===== config.mk =====
export PLATFORM = sky130hd
export DESIGN_NAME = byte_stream_reassembler_flat
export DESIGN_NICKNAME = d
export VERILOG_FILES = /design/src/rtl/bsr_pkg.sv /design/src/rtl/bsr_if.sv /design/src/rtl/byte_stream_reassembler.sv /design/src/rtl/bsr_ram.sv /design/src/rtl/bsr_ctrl.sv /design/src/rtl/bsr_dp.sv /design/src/flat_wrapper.sv
export VERILOG_INCLUDE_DIRS = /design/src /design/src/rtl
export SDC_FILE = /design/constraint.sdc
export NUM_CORES = 1
export LEC_CHECK = 0
export ABC_AREA = 1
export BUFFER_PORTS_ARGS = -buffer_cell sky130_fd_sc_hd__buf_2
export CORE_ASPECT_RATIO = 0.7
export CORE_MARGIN = 2
export CORE_UTILIZATION = 55
export DETAILED_ROUTE_END_ITERATION = 16
export GPL_TIMING_DRIVEN = 1
export PLACE_DENSITY = 0.74
export SLEW_MARGIN = 20
export SYNTH_ARGS = -nofsm -noshare
export SYNTH_HDL_FRONTEND = slang
export SYNTH_SLANG_ARGS = --single-unit

===== constraint.sdc =====
create_clock -name clk_i -period 4.6 [get_ports clk_i]
set_input_delay 0.92 -clock clk_i [delete_from_list [all_inputs] [get_ports clk_i]]
set_output_delay 0.92 -clock clk_i [all_outputs]
set_load 0.01 [all_outputs]

===== src/rtl/assert_macros.svh =====
// assertion macros for the rtl files that check their own logic; used by byte_stream_reassembler
// expects clk_i and rst_ni in the scope of use
`ifndef ASSERT_MACROS_SVH
`define ASSERT_MACROS_SVH

// property that must hold on every clock edge out of reset
`define BSR_ASSERT(label, prop, msg) \
  label: assert property (@(posedge clk_i) disable iff (!rst_ni) (prop)) \
    else $error(msg);

// implication checked on every clock edge out of reset
`define BSR_ASSERT_IMPL(label, ante, cons, msg) \
  label: assert property (@(posedge clk_i) disable iff (!rst_ni) (ante) |-> (cons)) \
    else $error(msg);

// implication whose consequence is checked in the cycle after the antecedent
`define BSR_ASSERT_NEXT(label, ante, cons, msg) \
  label: assert property (@(posedge clk_i) disable iff (!rst_ni) (ante) |=> (cons)) \
    else $error(msg);

`endif


===== src/rtl/bsr_pkg.sv =====
// types and constants of the byte stream reassembler
// no dependencies
`timescale 1ns / 1ps

package bsr_pkg;

  localparam int unsigned IDX_W  = 32;
  localparam int unsigned BYTE_W = 8;
  localparam int unsigned CNT_W  = 7;
  localparam int unsigned END_W  = 33;

  // end position before any end mark was seen
  localparam logic [END_W-1:0] END_UNKNOWN = '1;

  typedef enum logic [2:0] {
    ST_IDLE,
    ST_EVAL,
    ST_CMP,
    ST_SCAN,
    ST_READ,
    ST_LOAD,
    ST_EMPTY
  } bsr_state_e;

  typedef struct packed {
    logic load_item;
    logic eval;
    logic cmp;
    logic scan_step;
    logic rd_emit;
    logic load_out;
    logic load_empty;
  } bsr_cmd_t;

  typedef struct packed {
    logic hit_filled;
    logic can_drain;
    logic none_drained;
    logic last_emit;
    logic out_free;
  } bsr_status_t;

endpackage


===== src/rtl/bsr_if.sv =====
// valid/ready channel interfaces of the byte stream reassembler
// depends on bsr_pkg
`timescale 1ns / 1ps

interface bsr_in_if;
  logic                        valid;
  logic                        ready;
  logic [bsr_pkg::IDX_W-1:0]   stream_index;
  logic [bsr_pkg::BYTE_W-1:0]  data_byte;
  logic                        byte_present;
  logic                        eof_flag;
  logic [bsr_pkg::CNT_W-1:0]   out_occupancy;

  modport source (
    output valid, stream_index, data_byte, byte_present, eof_flag, out_occupancy,
    input  ready
  );
  modport sink (
    input  valid, stream_index, data_byte, byte_present, eof_flag, out_occupancy,
    output ready
  );
endinterface

interface bsr_out_if;
  logic                        valid;
  logic                        ready;
  logic [bsr_pkg::BYTE_W-1:0]  out_byte;
  logic                        out_valid;
  logic                        stream_ended;
  logic                        conflict;
  logic [bsr_pkg::CNT_W-1:0]   pending_count;
  logic                        last_result;

  modport source (
    output valid, out_byte, out_valid, stream_ended, conflict, pending_count, last_result,
    input  ready
  );
  modport sink (
    input  valid, out_byte, out_valid, stream_ended, conflict, pending_count, last_result,
    output ready
  );
endinterface


===== src/rtl/byte_stream_reassembler.sv =====
// sequence: an accepted item is evaluated, the drain scan then clears one valid bit per scan
//   step until a closing scan, and each drained byte is read from the ram and loaded as a
//   result (an empty result if none drained); a byte that hits a filled slot adds a compare step
// items: one at a time; the next item is accepted only after the last result of this one is loaded
// the single read port of the slot ram and the drain scan over the valid bits set the pace
// reset: async active low; valid bits, counters and end position clear, ram is left as is
`timescale 1ns / 1ps

module byte_stream_reassembler #(
  parameter int unsigned CAPACITY = 64
) (
  input  logic        clk_i,
  input  logic        rst_ni,
  bsr_in_if.sink      in_i,
  bsr_out_if.source   out_o
);

  bsr_pkg::bsr_cmd_t    cmd;
  bsr_pkg::bsr_status_t status;
  logic                 in_ready;
  logic [5:0]           dp_cmds;
  logic                 dp_load;
  logic                 out_empty;

  bsr_ctrl u_ctrl (
    .clk_i      (clk_i),
    .rst_ni     (rst_ni),
    .in_valid_i (in_i.valid),
    .in_ready_o (in_ready),
    .status_i   (status),
    .cmd_o      (cmd)
  );

  bsr_dp #(
    .CAPACITY (CAPACITY)
  ) u_dp (
    .clk_i           (clk_i),
    .rst_ni          (rst_ni),
    .cmd_i           (cmd),
    .status_o        (status),
    .stream_index_i  (in_i.stream_index),
    .data_byte_i     (in_i.data_byte),
    .byte_present_i  (in_i.byte_present),
    .eof_flag_i      (in_i.eof_flag),
    .out_occupancy_i (in_i.out_occupancy),
    .out_ready_i     (out_o.ready),
    .out_vld_o       (out_o.valid),
    .out_byte_o      (out_o.out_byte),
    .out_valid_o     (out_o.out_valid),
    .stream_ended_o  (out_o.stream_ended),
    .conflict_o      (out_o.conflict),
    .pending_count_o (out_o.pending_count),
    .last_result_o   (out_o.last_result)
  );

  assign in_i.ready = in_ready;

  assign dp_cmds   = {cmd.eval, cmd.cmp, cmd.scan_step, cmd.rd_emit, cmd.load_out,
                      cmd.load_empty};
  assign dp_load   = cmd.load_out || cmd.load_empty;
  assign out_empty = out_o.valid && !out_o.out_valid;

`include "assert_macros.svh"

  // only one datapath operation per cycle
  `BSR_ASSERT(a_one_cmd, $onehot0(dp_cmds), "more than one datapath command")
  // a result is only loaded when the output register can take it
  `BSR_ASSERT_IMPL(a_load_free, dp_load, status.out_free, "result register overwritten")
  // an accepted item keeps the block busy in the next cycle
  `BSR_ASSERT_NEXT(a_busy_after_accept, in_i.valid && in_i.ready, !in_i.ready, "no busy cycle")
  // a result without a byte is always the only result of its item
  `BSR_ASSERT_IMPL(a_empty_last, out_empty, out_o.last_result, "empty result not last")

endmodule


===== src/rtl/bsr_ram.sv =====
// generic single write, single read ram with registered read data
// no dependencies
`timescale 1ns / 1ps

module bsr_ram #(
  parameter int unsigned WIDTH = 8,
  parameter int unsigned DEPTH = 64
) (
  input  logic                                        clk_i,
  input  logic                                        we_i,
  input  logic [((DEPTH > 1) ? $clog2(DEPTH) : 1)-1:0] waddr_i,
  input  logic [WIDTH-1:0]                            wdata_i,
  input  logic                                        re_i,
  input  logic [((DEPTH > 1) ? $clog2(DEPTH) : 1)-1:0] raddr_i,
  output logic [WIDTH-1:0]                            rdata_o
);

  logic [WIDTH-1:0] mem_q [DEPTH];
  logic [WIDTH-1:0] rdata_q;

  always_ff @(posedge clk_i) begin
    if (we_i) begin
      mem_q[waddr_i] <= wdata_i;
    end
    if (re_i) begin
      rdata_q <= mem_q[raddr_i];
    end
  end

  assign rdata_o = rdata_q;

endmodule


===== src/rtl/bsr_ctrl.sv =====
// sequencing state machine of the byte stream reassembler
// depends on bsr_pkg
`timescale 1ns / 1ps

module bsr_ctrl (
  input  logic                 clk_i,
  input  logic                 rst_ni,
  input  logic                 in_valid_i,
  output logic                 in_ready_o,
  input  bsr_pkg::bsr_status_t status_i,
  output bsr_pkg::bsr_cmd_t    cmd_o
);

  bsr_pkg::bsr_state_e state_q, state_d;

  always_ff @(posedge clk_i or negedge rst_ni) begin
    if (!rst_ni) begin
      state_q <= bsr_pkg::ST_IDLE;
    end else begin
      state_q <= state_d;
    end
  end

  always_comb begin
    state_d = state_q;
    case (state_q)
      bsr_pkg::ST_IDLE: begin
        if (in_valid_i) state_d = bsr_pkg::ST_EVAL;
      end
      bsr_pkg::ST_EVAL: begin
        state_d = status_i.hit_filled ? bsr_pkg::ST_CMP : bsr_pkg::ST_SCAN;
      end
      bsr_pkg::ST_CMP: begin
        state_d = bsr_pkg::ST_SCAN;
      end
      bsr_pkg::ST_SCAN: begin
        if (!status_i.can_drain) begin
          state_d = status_i.none_drained ? bsr_pkg::ST_EMPTY : bsr_pkg::ST_READ;
        end
      end
      bsr_pkg::ST_READ: begin
        state_d = bsr_pkg::ST_LOAD;
      end
      bsr_pkg::ST_LOAD: begin
        if (status_i.out_free) begin
          state_d = status_i.last_emit ? bsr_pkg::ST_IDLE : bsr_pkg::ST_READ;
        end
      end
      bsr_pkg::ST_EMPTY: begin
        if (status_i.out_free) state_d = bsr_pkg::ST_IDLE;
      end
      default: state_d = bsr_pkg::ST_IDLE;
    endcase
  end

  always_comb begin
    cmd_o      = '0;
    in_ready_o = 1'b0;
    case (state_q)
      bsr_pkg::ST_IDLE: begin
        in_ready_o        = 1'b1;
        cmd_o.load_item   = in_valid_i;
      end
      bsr_pkg::ST_EVAL:  cmd_o.eval       = 1'b1;
      bsr_pkg::ST_CMP:   cmd_o.cmp        = 1'b1;
      bsr_pkg::ST_SCAN:  cmd_o.scan_step  = status_i.can_drain;
      bsr_pkg::ST_READ:  cmd_o.rd_emit    = 1'b1;
      bsr_pkg::ST_LOAD:  cmd_o.load_out   = status_i.out_free;
      bsr_pkg::ST_EMPTY: cmd_o.load_empty = status_i.out_free;
      default: begin
        cmd_o      = '0;
        in_ready_o = 1'b0;
      end
    endcase
  end

endmodule


===== src/rtl/bsr_dp.sv =====
// datapath: window check, valid bits, slot ram, stream counters, result register
// depends on bsr_pkg and bsr_ram
`timescale 1ns / 1ps

module bsr_dp #(
  parameter int unsigned CAPACITY = 64
) (
  input  logic                        clk_i,
  input  logic                        rst_ni,
  input  bsr_pkg::bsr_cmd_t           cmd_i,
  output bsr_pkg::bsr_status_t        status_o,
  input  logic [bsr_pkg::IDX_W-1:0]   stream_index_i,
  input  logic [bsr_pkg::BYTE_W-1:0]  data_byte_i,
  input  logic                        byte_present_i,
  input  logic                        eof_flag_i,
  input  logic [bsr_pkg::CNT_W-1:0]   out_occupancy_i,
  input  logic                        out_ready_i,
  output logic                        out_vld_o,
  output logic [bsr_pkg::BYTE_W-1:0]  out_byte_o,
  output logic                        out_valid_o,
  output logic                        stream_ended_o,
  output logic                        conflict_o,
  output logic [bsr_pkg::CNT_W-1:0]   pending_count_o,
  output logic                        last_result_o
);

  localparam int unsigned PW = (CAPACITY > 1) ? $clog2(CAPACITY) : 1;
  localparam logic [PW-1:0]               PTR_LAST = PW'(CAPACITY - 1);
  localparam logic [PW:0]                 CAP_SUM  = (PW + 1)'(CAPACITY);
  localparam logic [bsr_pkg::CNT_W-1:0]   CAP_CNT  = bsr_pkg::CNT_W'(CAPACITY);

  // item registers
  logic [bsr_pkg::IDX_W-1:0]  idx_q;
  logic [bsr_pkg::BYTE_W-1:0] byte_q;
  logic                       present_q;
  logic                       eof_q;
  logic [bsr_pkg::CNT_W-1:0]  occ_q;

  // stream state
  logic [bsr_pkg::IDX_W-1:0]  next_index_q, next_index_d;
  logic [PW-1:0]              rd_ptr_q, rd_ptr_d;
  logic [bsr_pkg::END_W-1:0]  end_q, end_d;
  logic [bsr_pkg::CNT_W-1:0]  stored_q, stored_d;
  logic [CAPACITY-1:0]        valid_q, valid_d;

  // per item bookkeeping
  logic                       conflict_q, conflict_d;
  logic [bsr_pkg::CNT_W-1:0]  drain_n_q, drain_n_d;
  logic [bsr_pkg::IDX_W-1:0]  emit_idx_q, emit_idx_d;
  logic [PW-1:0]              emit_ptr_q, emit_ptr_d;

  // result register
  logic                       ovld_q, ovld_d;
  logic [bsr_pkg::BYTE_W-1:0] obyte_q, obyte_d;
  logic                       obvalid_q, obvalid_d;
  logic                       oended_q, oended_d;
  logic                       oconf_q, oconf_d;
  logic [bsr_pkg::CNT_W-1:0]  opend_q, opend_d;
  logic                       olast_q, olast_d;

  logic [bsr_pkg::IDX_W-1:0]  diff;
  logic [bsr_pkg::CNT_W-1:0]  room;
  logic                       in_win;
  logic [PW:0]                slot_sum;
  logic [PW-1:0]              slot;
  logic                       slot_filled;
  logic                       store;
  logic [bsr_pkg::END_W-1:0]  eof_end;
  logic                       ended;
  logic [bsr_pkg::BYTE_W-1:0] ram_rdata;
  logic [PW-1:0]              ram_raddr;
  logic                       out_free;

  // ring pointer step; the slot jumps to zero when the 32-bit index wraps
  function automatic logic [PW-1:0] ptr_step(input logic [PW-1:0] ptr,
                                             input logic [bsr_pkg::IDX_W-1:0] index);
    logic [PW-1:0] res;
    if (&index) begin
      res = '0;
    end else if (ptr == PTR_LAST) begin
      res = '0;
    end else begin
      res = ptr + PW'(1);
    end
    return res;
  endfunction

  always_comb begin
    diff     = idx_q - next_index_q;
    room     = (occ_q >= CAP_CNT) ? '0 : CAP_CNT - occ_q;
    in_win   = present_q && (idx_q >= next_index_q) && (diff < bsr_pkg::IDX_W'(room));
    // offset is below the capacity inside the window, so one subtract folds it
    slot_sum = {1'b0, rd_ptr_q} + {1'b0, diff[PW-1:0]};
    slot     = (slot_sum >= CAP_SUM) ? PW'(slot_sum - CAP_SUM) : slot_sum[PW-1:0];
    slot_filled = in_win && valid_q[slot];
    store    = in_win && !slot_filled;
    eof_end  = {1'b0, idx_q} + bsr_pkg::END_W'(present_q);
    ended    = ({1'b0, next_index_q} == end_q);
    out_free = !ovld_q || out_ready_i;
  end

  always_comb begin
    status_o.hit_filled   = slot_filled;
    status_o.can_drain    = ({1'b0, next_index_q} < end_q) && valid_q[rd_ptr_q];
    status_o.none_drained = (drain_n_q == '0);
    status_o.last_emit    = (drain_n_q == bsr_pkg::CNT_W'(1));
    status_o.out_free     = out_free;
  end

  assign ram_raddr = cmd_i.rd_emit ? emit_ptr_q : slot;

  bsr_ram #(
    .WIDTH (bsr_pkg::BYTE_W),
    .DEPTH (CAPACITY)
  ) u_slot_ram (
    .clk_i   (clk_i),
    .we_i    (cmd_i.eval && store),
    .waddr_i (slot),
    .wdata_i (byte_q),
    .re_i    (cmd_i.eval || cmd_i.rd_emit),
    .raddr_i (ram_raddr),
    .rdata_o (ram_rdata)
  );

  always_ff @(posedge clk_i) begin
    if (cmd_i.load_item) begin
      idx_q     <= stream_index_i;
      byte_q    <= data_byte_i;
      present_q <= byte_present_i;
      eof_q     <= eof_flag_i;
      occ_q     <= out_occupancy_i;
    end
  end

  always_comb begin
    next_index_d = next_index_q;
    rd_ptr_d     = rd_ptr_q;
    end_d        = end_q;
    stored_d     = stored_q;
    valid_d      = valid_q;
    conflict_d   = conflict_q;
    drain_n_d    = drain_n_q;
    emit_idx_d   = emit_idx_q;
    emit_ptr_d   = emit_ptr_q;

    if (cmd_i.eval) begin
      if (store) begin
        valid_d[slot] = 1'b1;
        stored_d      = stored_q + bsr_pkg::CNT_W'(1);
      end
      if (eof_q && (eof_end < end_q)) begin
        end_d = eof_end;
      end
      conflict_d = 1'b0;
      drain_n_d  = '0;
      emit_idx_d = next_index_q;
      emit_ptr_d = rd_ptr_q;
    end

    if (cmd_i.cmp) begin
      conflict_d = (ram_rdata != byte_q);
    end

    // commit the drain first, the bytes are replayed from the ram afterwards
    if (cmd_i.scan_step) begin
      valid_d[rd_ptr_q] = 1'b0;
      next_index_d      = next_index_q + bsr_pkg::IDX_W'(1);
      rd_ptr_d          = ptr_step(rd_ptr_q, next_index_q);
      stored_d          = stored_q - bsr_pkg::CNT_W'(1);
      drain_n_d         = drain_n_q + bsr_pkg::CNT_W'(1);
    end

    if (cmd_i.load_out) begin
      emit_idx_d = emit_idx_q + bsr_pkg::IDX_W'(1);
      emit_ptr_d = ptr_step(emit_ptr_q, emit_idx_q);
      drain_n_d  = drain_n_q - bsr_pkg::CNT_W'(1);
    end
  end

  always_comb begin
    ovld_d    = ovld_q;
    obyte_d   = obyte_q;
    obvalid_d = obvalid_q;
    oended_d  = oended_q;
    oconf_d   = oconf_q;
    opend_d   = opend_q;
    olast_d   = olast_q;
    if (cmd_i.load_out || cmd_i.load_empty) begin
      ovld_d    = 1'b1;
      obyte_d   = cmd_i.load_out ? ram_rdata : '0;
      obvalid_d = cmd_i.load_out;
      oended_d  = ended;
      oconf_d   = conflict_q;
      opend_d   = stored_q;
      olast_d   = cmd_i.load_empty || status_o.last_emit;
    end else if (out_ready_i) begin
      ovld_d = 1'b0;
    end
  end

  always_ff @(posedge clk_i or negedge rst_ni) begin
    if (!rst_ni) begin
      next_index_q <= '0;
      rd_ptr_q     <= '0;
      end_q        <= bsr_pkg::END_UNKNOWN;
      stored_q     <= '0;
      valid_q      <= '0;
      conflict_q   <= 1'b0;
      drain_n_q    <= '0;
      emit_idx_q   <= '0;
      emit_ptr_q   <= '0;
      ovld_q       <= 1'b0;
    end else begin
      next_index_q <= next_index_d;
      rd_ptr_q     <= rd_ptr_d;
      end_q        <= end_d;
      stored_q     <= stored_d;
      valid_q      <= valid_d;
      conflict_q   <= conflict_d;
      drain_n_q    <= drain_n_d;
      emit_idx_q   <= emit_idx_d;
      emit_ptr_q   <= emit_ptr_d;
      ovld_q       <= ovld_d;
    end
  end

  always_ff @(posedge clk_i) begin
    obyte_q   <= obyte_d;
    obvalid_q <= obvalid_d;
    oended_q  <= oended_d;
    oconf_q   <= oconf_d;
    opend_q   <= opend_d;
    olast_q   <= olast_d;
  end

  assign out_vld_o       = ovld_q;
  assign out_byte_o      = obyte_q;
  assign out_valid_o     = obvalid_q;
  assign stream_ended_o  = oended_q;
  assign conflict_o      = oconf_q;
  assign pending_count_o = opend_q;
  assign last_result_o   = olast_q;

endmodule

===== src/flat_wrapper.sv =====
// flat-port wrapper written by rule: the top's interface ports become plain ports
module byte_stream_reassembler_flat 
#(
  parameter int unsigned CAPACITY = 64
)
  (clk_i, rst_ni, in_i_valid, in_i_stream_index, in_i_data_byte, in_i_byte_present, in_i_eof_flag, in_i_out_occupancy, in_i_ready, out_o_valid, out_o_out_byte, out_o_out_valid, out_o_stream_ended, out_o_conflict, out_o_pending_count, out_o_last_result, out_o_ready);
  bsr_in_if in_i_i ();
  bsr_out_if out_o_i ();
  input  logic clk_i;
  input  logic rst_ni;
  input wire logic [$bits(in_i_i.valid)-1:0] in_i_valid;
  input wire logic [$bits(in_i_i.stream_index)-1:0] in_i_stream_index;
  input wire logic [$bits(in_i_i.data_byte)-1:0] in_i_data_byte;
  input wire logic [$bits(in_i_i.byte_present)-1:0] in_i_byte_present;
  input wire logic [$bits(in_i_i.eof_flag)-1:0] in_i_eof_flag;
  input wire logic [$bits(in_i_i.out_occupancy)-1:0] in_i_out_occupancy;
  output wire logic [$bits(in_i_i.ready)-1:0] in_i_ready;
  output wire logic [$bits(out_o_i.valid)-1:0] out_o_valid;
  output wire logic [$bits(out_o_i.out_byte)-1:0] out_o_out_byte;
  output wire logic [$bits(out_o_i.out_valid)-1:0] out_o_out_valid;
  output wire logic [$bits(out_o_i.stream_ended)-1:0] out_o_stream_ended;
  output wire logic [$bits(out_o_i.conflict)-1:0] out_o_conflict;
  output wire logic [$bits(out_o_i.pending_count)-1:0] out_o_pending_count;
  output wire logic [$bits(out_o_i.last_result)-1:0] out_o_last_result;
  input wire logic [$bits(out_o_i.ready)-1:0] out_o_ready;
  assign in_i_i.valid = in_i_valid;
  assign in_i_i.stream_index = in_i_stream_index;
  assign in_i_i.data_byte = in_i_data_byte;
  assign in_i_i.byte_present = in_i_byte_present;
  assign in_i_i.eof_flag = in_i_eof_flag;
  assign in_i_i.out_occupancy = in_i_out_occupancy;
  assign in_i_ready = in_i_i.ready;
  assign out_o_valid = out_o_i.valid;
  assign out_o_out_byte = out_o_i.out_byte;
  assign out_o_out_valid = out_o_i.out_valid;
  assign out_o_stream_ended = out_o_i.stream_ended;
  assign out_o_conflict = out_o_i.conflict;
  assign out_o_pending_count = out_o_i.pending_count;
  assign out_o_last_result = out_o_i.last_result;
  assign out_o_i.ready = out_o_ready;
  byte_stream_reassembler #(.CAPACITY(CAPACITY)) u_core (.clk_i(clk_i), .rst_ni(rst_ni), .in_i(in_i_i), .out_o(out_o_i));
endmodule

# Word level (Yosys, flattened, before mapping)
# Memories as Yosys holds them, arrays and structs flattened. A register that Yosys moved wholly into a read port is not among the register bits.
# Cells that the tools add are included.
[word_totals] ramBits=512 reg_bits=260 inputBits=53 memories=1 output_inout_bits=21 elab_cells=142
[classes] addsub=13 n_mux=50 n_eq_ne=15 bitwise_logic=3 reduce_logical=28 n_lt_le_gt_ge=10
[memory_table] memory="u_core.u_dp.u_slot_ram.mem_q" depth=64 width=8 rd=1 rd_ports_with_merged_regs=1 write_ports=1 line="bsr_ram.sv:18" source="logic [WIDTH-1:0] mem_q [DEPTH];"
[op_table] operator="$mux W64" n=3
[op_table] operator="$add A32 B1 Y32 const B" n=2
[op_table] operator="$and A64 B64 Y64" n=1
[op_table] operator="$mux W32" n=2
[op_table] operator="$not A64 Y64" n=1
[op_table] operator="$or A64 B64 Y64" n=1
[op_table] operator="$reduce_and A32 Y1" n=2
[op_table] operator="$mux W7" n=7
[op_table] operator="$mux W6" n=8
[op_table] operator="$add A32 B1 Y33" n=1
[op_table] operator="$eq A32 B33 Y1" n=1
[op_table] operator="$lt A32 B33 Y1" n=1
[op_table] operator="$lt A33 B33 Y1" n=1
[op_table] operator="$ge A32 B32 Y1" n=1
[op_table] operator="$lt A32 B7 Y1" n=1
[op_table] operator="$sub A32 B32 Y32" n=1
[op_table] operator="$pmux W3 S7" n=1
[op_table] operator="$mux W1" n=19
[op_table] operator="$mux W3" n=5
[op_table] operator="$add A7 B1 Y7 const B" n=2
[op_table] operator="$ge A7 B7 Y1 const B" n=2
[op_table] operator="$lt A6 B7 Y1 const B" n=2
[op_table] operator="$sub A7 B1 Y7 const B" n=2
[op_table] operator="$add A6 B1 Y6 const B" n=2
[op_table] operator="23 further kinds" n=50

# Longest topological paths before layout
[logic_depth] depth_word=13 depth_mapped=26 depth_no_buf=24

# Hierarchy
# From an unflattened synthesis, not the netlist that was laid out.
[hier_totals] hier_cells=4521 hier_area_um2=40725.3
[by_module_without_submodules] module="bsr_ram" seq_area_each_um2=15615.0 cells_per_inst=1805 instances=1 area_each_um2=21419.3
[by_module_without_submodules] module="bsr_dp" seq_area_each_um2=6812.8 cells_per_inst=2665 instances=1 area_each_um2=19005.7
[by_module_without_submodules] module="bsr_ctrl" seq_area_each_um2=75.1 cells_per_inst=51 instances=1 area_each_um2=300.3

# Worst setup path after synthesis
# Ideal clock, no wire load.
[synth_timing] path_type="input to register" start="input port in_i_valid" end="register u_core.u_dp.byte_q[0] in the netlist's numbering, enable pin" path_stages=2 setup_slack_ns=-0.225 t_required_ns=4.084 n_path_buf=0 t_arrival_ns=4.309 setup_time_ns=0.516 cell_sequence="inv_1 > nor3_1"
[synth_rtl] item="start: declaration" line="flat_wrapper.sv:11" source="input wire logic [$bits(in_i_i.valid)-1:0] in_i_valid;"
[synth_rtl] item="end signal: assignment" line="bsr_dp.sv:128" source="byte_q <= data_byte_i;"
[synth_rtl] item="end: declaration" line="bsr_dp.sv:34" source="logic [bsr_pkg::BYTE_W-1:0] byte_q;"

# Worst setup path after layout
[layout_timing] start="register u_core.u_dp.idx_q[0] in the netlist's numbering" end="register u_core.u_dp.end_q[6] in the netlist's numbering"
[layout_between] elab_chain_len=4
[layout_lines] item="start: declaration" line="bsr_dp.sv:33" source="logic [bsr_pkg::IDX_W-1:0] idx_q;"
[layout_lines] item="start signal: assignment" line="bsr_dp.sv:127" source="idx_q <= stream_index_i;"
[layout_lines] item="$add A32 B1 Y33" line="bsr_dp.sv:97" source="eof_end = {1'b0, idx_q} + bsr_pkg::END_W'(present_q);"
[layout_lines] item="via u_core.u_dp.eof_end, one bit" line="bsr_dp.sv:68" source="logic [bsr_pkg::END_W-1:0] eof_end;"
[layout_lines] item="$lt A33 B33 Y1" line="bsr_dp.sv:151" source="if (eof_q && (eof_end < end_q)) begin"
[layout_lines] item="$logic_and A1 B1 Y1" line="bsr_dp.sv:151"
[layout_lines] item="$reduce_and A2 Y1 (no source line)"
[layout_lines] item="end signal: assignment" line="bsr_dp.sv:205" source="end_q <= bsr_pkg::END_UNKNOWN;"
[layout_lines] item="end signal: assignment" line="bsr_dp.sv:216" source="end_q <= end_d;"
[layout_lines] item="end: declaration" line="bsr_dp.sv:42" source="logic [bsr_pkg::END_W-1:0] end_q, end_d;"
# The timed path passes the listed nets, and every way through them passes these cells.
# A chain may end at the register's enable or synchronous reset.

==> results.sh <==
export IMPL_grtUsageTotal=0.309
export IMPL_outcome="completed"
export IMPL_leakage_nw=17.5
export IMPL_ys_types=52
export IMPL_fin_skew_ps=28.0
export IMPL_antenna_found_initial=1
export IMPL_hp_class="input pin to async pin"
export IMPL_synthesis_area_mm2=0.0389
export IMPL_setup_tns_final_ps=0
export IMPL_setup_viol=0
export IMPL_cts_root_buf="clkbuf_16"
export IMPL_core_area_mm2=0.0699
export IMPL_ys_ff_latch=780
export IMPL_rsz0062_at_grt="yes"
export IMPL_syn_nets=4187
export IMPL_async_reset_ff_frac=0.246
export IMPL_clk_latency_ps=660
export IMPL_area_growth_pct=14.0
export IMPL_initial_core_util=0.556
export IMPL_clock_fmax_mhz=226
export IMPL_cts_sinks=780
export IMPL_rr_worst_depth=23
export IMPL_slew_viol_final=0
export IMPL_grt_pass1_vias=28400
export IMPL_ctsLongestPathBuffers=3
export IMPL_cts_max_level=3
export IMPL_reg2reg_to="u_core.u_dp.end_q[6]"
export IMPL_grt_start_max_net_pins=112
export IMPL_yosys_warnings=0
export IMPL_place_hpwl_um=76100
export IMPL_end_kind="flop"
export IMPL_synth_common_cells="634 x nand2_1, 588 x edfxtp_1, 508 x nor2_1, 442 x inv_1, 402 x o21ai_0"
export IMPL_vias_per_cell=6.09
export IMPL_drt_iter0_drc=5105
export IMPL_crit_start="u_core.u_dp.idx_q[0]"
export IMPL_final_nets=4365
export IMPL_grt_overflow=0
export IMPL_io_pins=74
export IMPL_syn_avg_cell_area_um2=9.70
export IMPL_post_route_min_period_ps=4420
export IMPL_holdBufCountCts=0
export IMPL_critPathMaxFanout=24
export IMPL_worstMarginPinSlew_ps=1020
export IMPL_instances_no_fill=5161
export IMPL_drc=0
export IMPL_cellPowerDensity_mw_per_mm2=491
export IMPL_io_buffers=73
export IMPL_cp_required_ps=5160
export IMPL_dp_cells=5012
export IMPL_dr_pass1_iters=7
export IMPL_synth_top_cell_area_share=0.454
export IMPL_fin_util=0.634
export IMPL_synth_flop_cell="edfxtp_1"
export IMPL_yosysMostFrequentCell="nand2_1"
export IMPL_rows=81
export IMPL_grt_pass1_wl_um=171000
export IMPL_rr_startpoint="u_core.u_dp.idx_q[0]"
export IMPL_die_h_um=226
export IMPL_syn_inst=4009
export IMPL_die_area_mm2=0.0729
export IMPL_post_drt_wl_per_cell_um=22.0
export IMPL_max_slew_margin=0.319
export IMPL_n_antenna_cell=0
export IMPL_hold_viol_final=0
export IMPL_crit_arrival_ps=4980
export IMPL_critPathKind="flop to flop"
export IMPL_synth_area_leader_cell="edfxtp_1"
export IMPL_drive_above_1_share=0.128
export IMPL_numCtsBuffers=76
export IMPL_drtAntennaViolNets=0
export IMPL_maxCapViolCount=0
export IMPL_dpl_worst_slack_ps=-129
export IMPL_die_w_um=322
export IMPL_gp_congestion=1.01
export IMPL_cts_tree="done"
export IMPL_ys_seq_area_frac=0.579
export IMPL_peakVddDrop_mv=0.392
export IMPL_wl_um=114000
export IMPL_start_kind="flop"
export IMPL_whs_ps=356
export IMPL_setup_ws_ps=179
export IMPL_ff2ff_setup_slack_ps=180
export IMPL_vias=31400
export IMPL_synth_area_leaders="edfxtp_1 45%, dfrtp_1 10%, nand2_1 6.1%"
export IMPL_post_route_period_util=0.961
export IMPL_path_clk_slew_ps=60
export IMPL_synth_edff_count=588
-- flip-flops by register name, summed over array words and instances, names as in the netlist, 3 cells and up --
register	flops
u_core.u_dp.u_slot_ram.mem_q	512
u_core.u_dp.valid_q	64
u_core.u_dp.end_q	33
u_core.u_dp.emit_idx_q	32
u_core.u_dp.idx_q	32
u_core.u_dp.next_index_q	32
u_core.u_dp.byte_q	8
u_core.u_dp.out_byte_o	8
u_core.u_dp.u_slot_ram.rdata_o	8
u_core.u_dp.drain_n_q	7
u_core.u_dp.occ_q	7
u_core.u_dp.pending_count_o	7
u_core.u_dp.stored_q	7
u_core.u_dp.emit_ptr_q	6
u_core.u_dp.rd_ptr_q	6
u_core.u_ctrl.state_q	3
-- area by class of cell --
| class | instances | area (µm²) |
|---|---|---|
| clock buffer | 99 | 2080 |
| clock inverter | 40 | 439 |
| fill | 5531 | 25600 |
| inverter | 463 | 1760 |
| multi-input combinational | 2591 | 14100 |
| sequential | 780 | 22500 |
| tap | 913 | 1140 |
| timing repair buffer | 275 | 2330 |
-- cells by family after synthesis --
group / after synthesis / share of synthesized area
adders and majority gates: 125 / 0.0408
xor gates and xnor gates: 104 / 0.0236
buffers and inverters: 638 / 0.0654
and+or+nand+nor: 1554 / 0.170
DFF: 780 / 0.579
AOI/OAI and AO/OA: 808 / 0.121
-- repair_timing --
action / CTS / global route
pin swaps: 0 / 13
cloned: 0 / 1
resized for setup: 2 / 91
endpoints found under the setup margin: 33 / 528
setup buffers: 0 / 8
-- metrics by stage --
step	power (mW)	instance area (µm²)
final	21.8	44300
after global placement	14.9	41500
after floorplan	12.5	38900
after detailed placement	15.1	41500
after CTS	21.5	44000
after global routing	22.6	44300
-- layout by cell type, fill, tap and decap left out, types with 7 or more instances in the layout --
master        n
a21oi_1     159
buf_12       33
buf_2        72
buf_4       167
bufinv_16     8
clkbuf_1     17
clkbuf_16    80
clkinv_1      8
clkinv_2     14
clkinvlp_4    7
dfrtp_1     159
dfstp_2      33
edfxtp_1    588
ha_1        119
inv_1       400
inv_2        55
nand2_1     632
nand2_2       7
nand3_1     183
nand3_2       8
nand3b_1      9
nand4_1     114
nor2_1      501
nor2_2        9
nor2_4        8
nor3_1       55
nor4_1        9
o211ai_1     31
o21ai_0     382
o21ai_1      31
o221ai_1    116
o22ai_1      50
xnor2_1      14
xor2_1       88
-- per-layer routing --
layer	track usage	part of all wire	up-vias	wire length (µm)
met3	0.0818	0.14	194	15800
met5	0	0.000070	-	8
li1	-	-	14300	-
met1	0.499	0.45	15000	51000
met4	0.0784	0.021	2	2390
met2	0.403	0.39	1972	44500
-- critical path, stage by stage (launching register included) --
cell and delay, ps:
edfxtp_1 370, ha_2 210, ha_4 150, nand3_4 100, nor2_4 180, nand3_4 100, nor2_4 150, nand2_2 100
nor3_4 250, nand4_1 280, nor2_4 220, nand4_1 110, xor2_1 170, inv_2 60, ha_1 290, nand4_1 190
nor3_4 260, nor4b_4 270, o2111ai_2 160, nand4_1 140, nor2_4 80, buf_12 150, clkbuf_16 190, o21ai_0 160
-- worst max-delay path by stage --
stage,to,cells past startpoint
floorplan,u_core.u_dp.end_q[23],24
global route,u_core.u_dp.end_q[17],26
detailed placement,u_core.u_dp.end_q[4],22
CTS,u_core.u_dp.end_q[8],22
global placement,u_core.u_dp.end_q[32],22
finish,u_core.u_dp.end_q[6],23
-- power breakdown --
part | switching, mW | leakage (nW) | internal [mW]
Clock | 2.79 | 1.23 | 3.67
Combinational | 4.68 | 8.41 | 2.02
Sequential | 0.340 | 7.84 | 8.27
Total | 7.80 | 17.5 | 14.0
No activity file was read; power rests on OpenSTA's default activity.
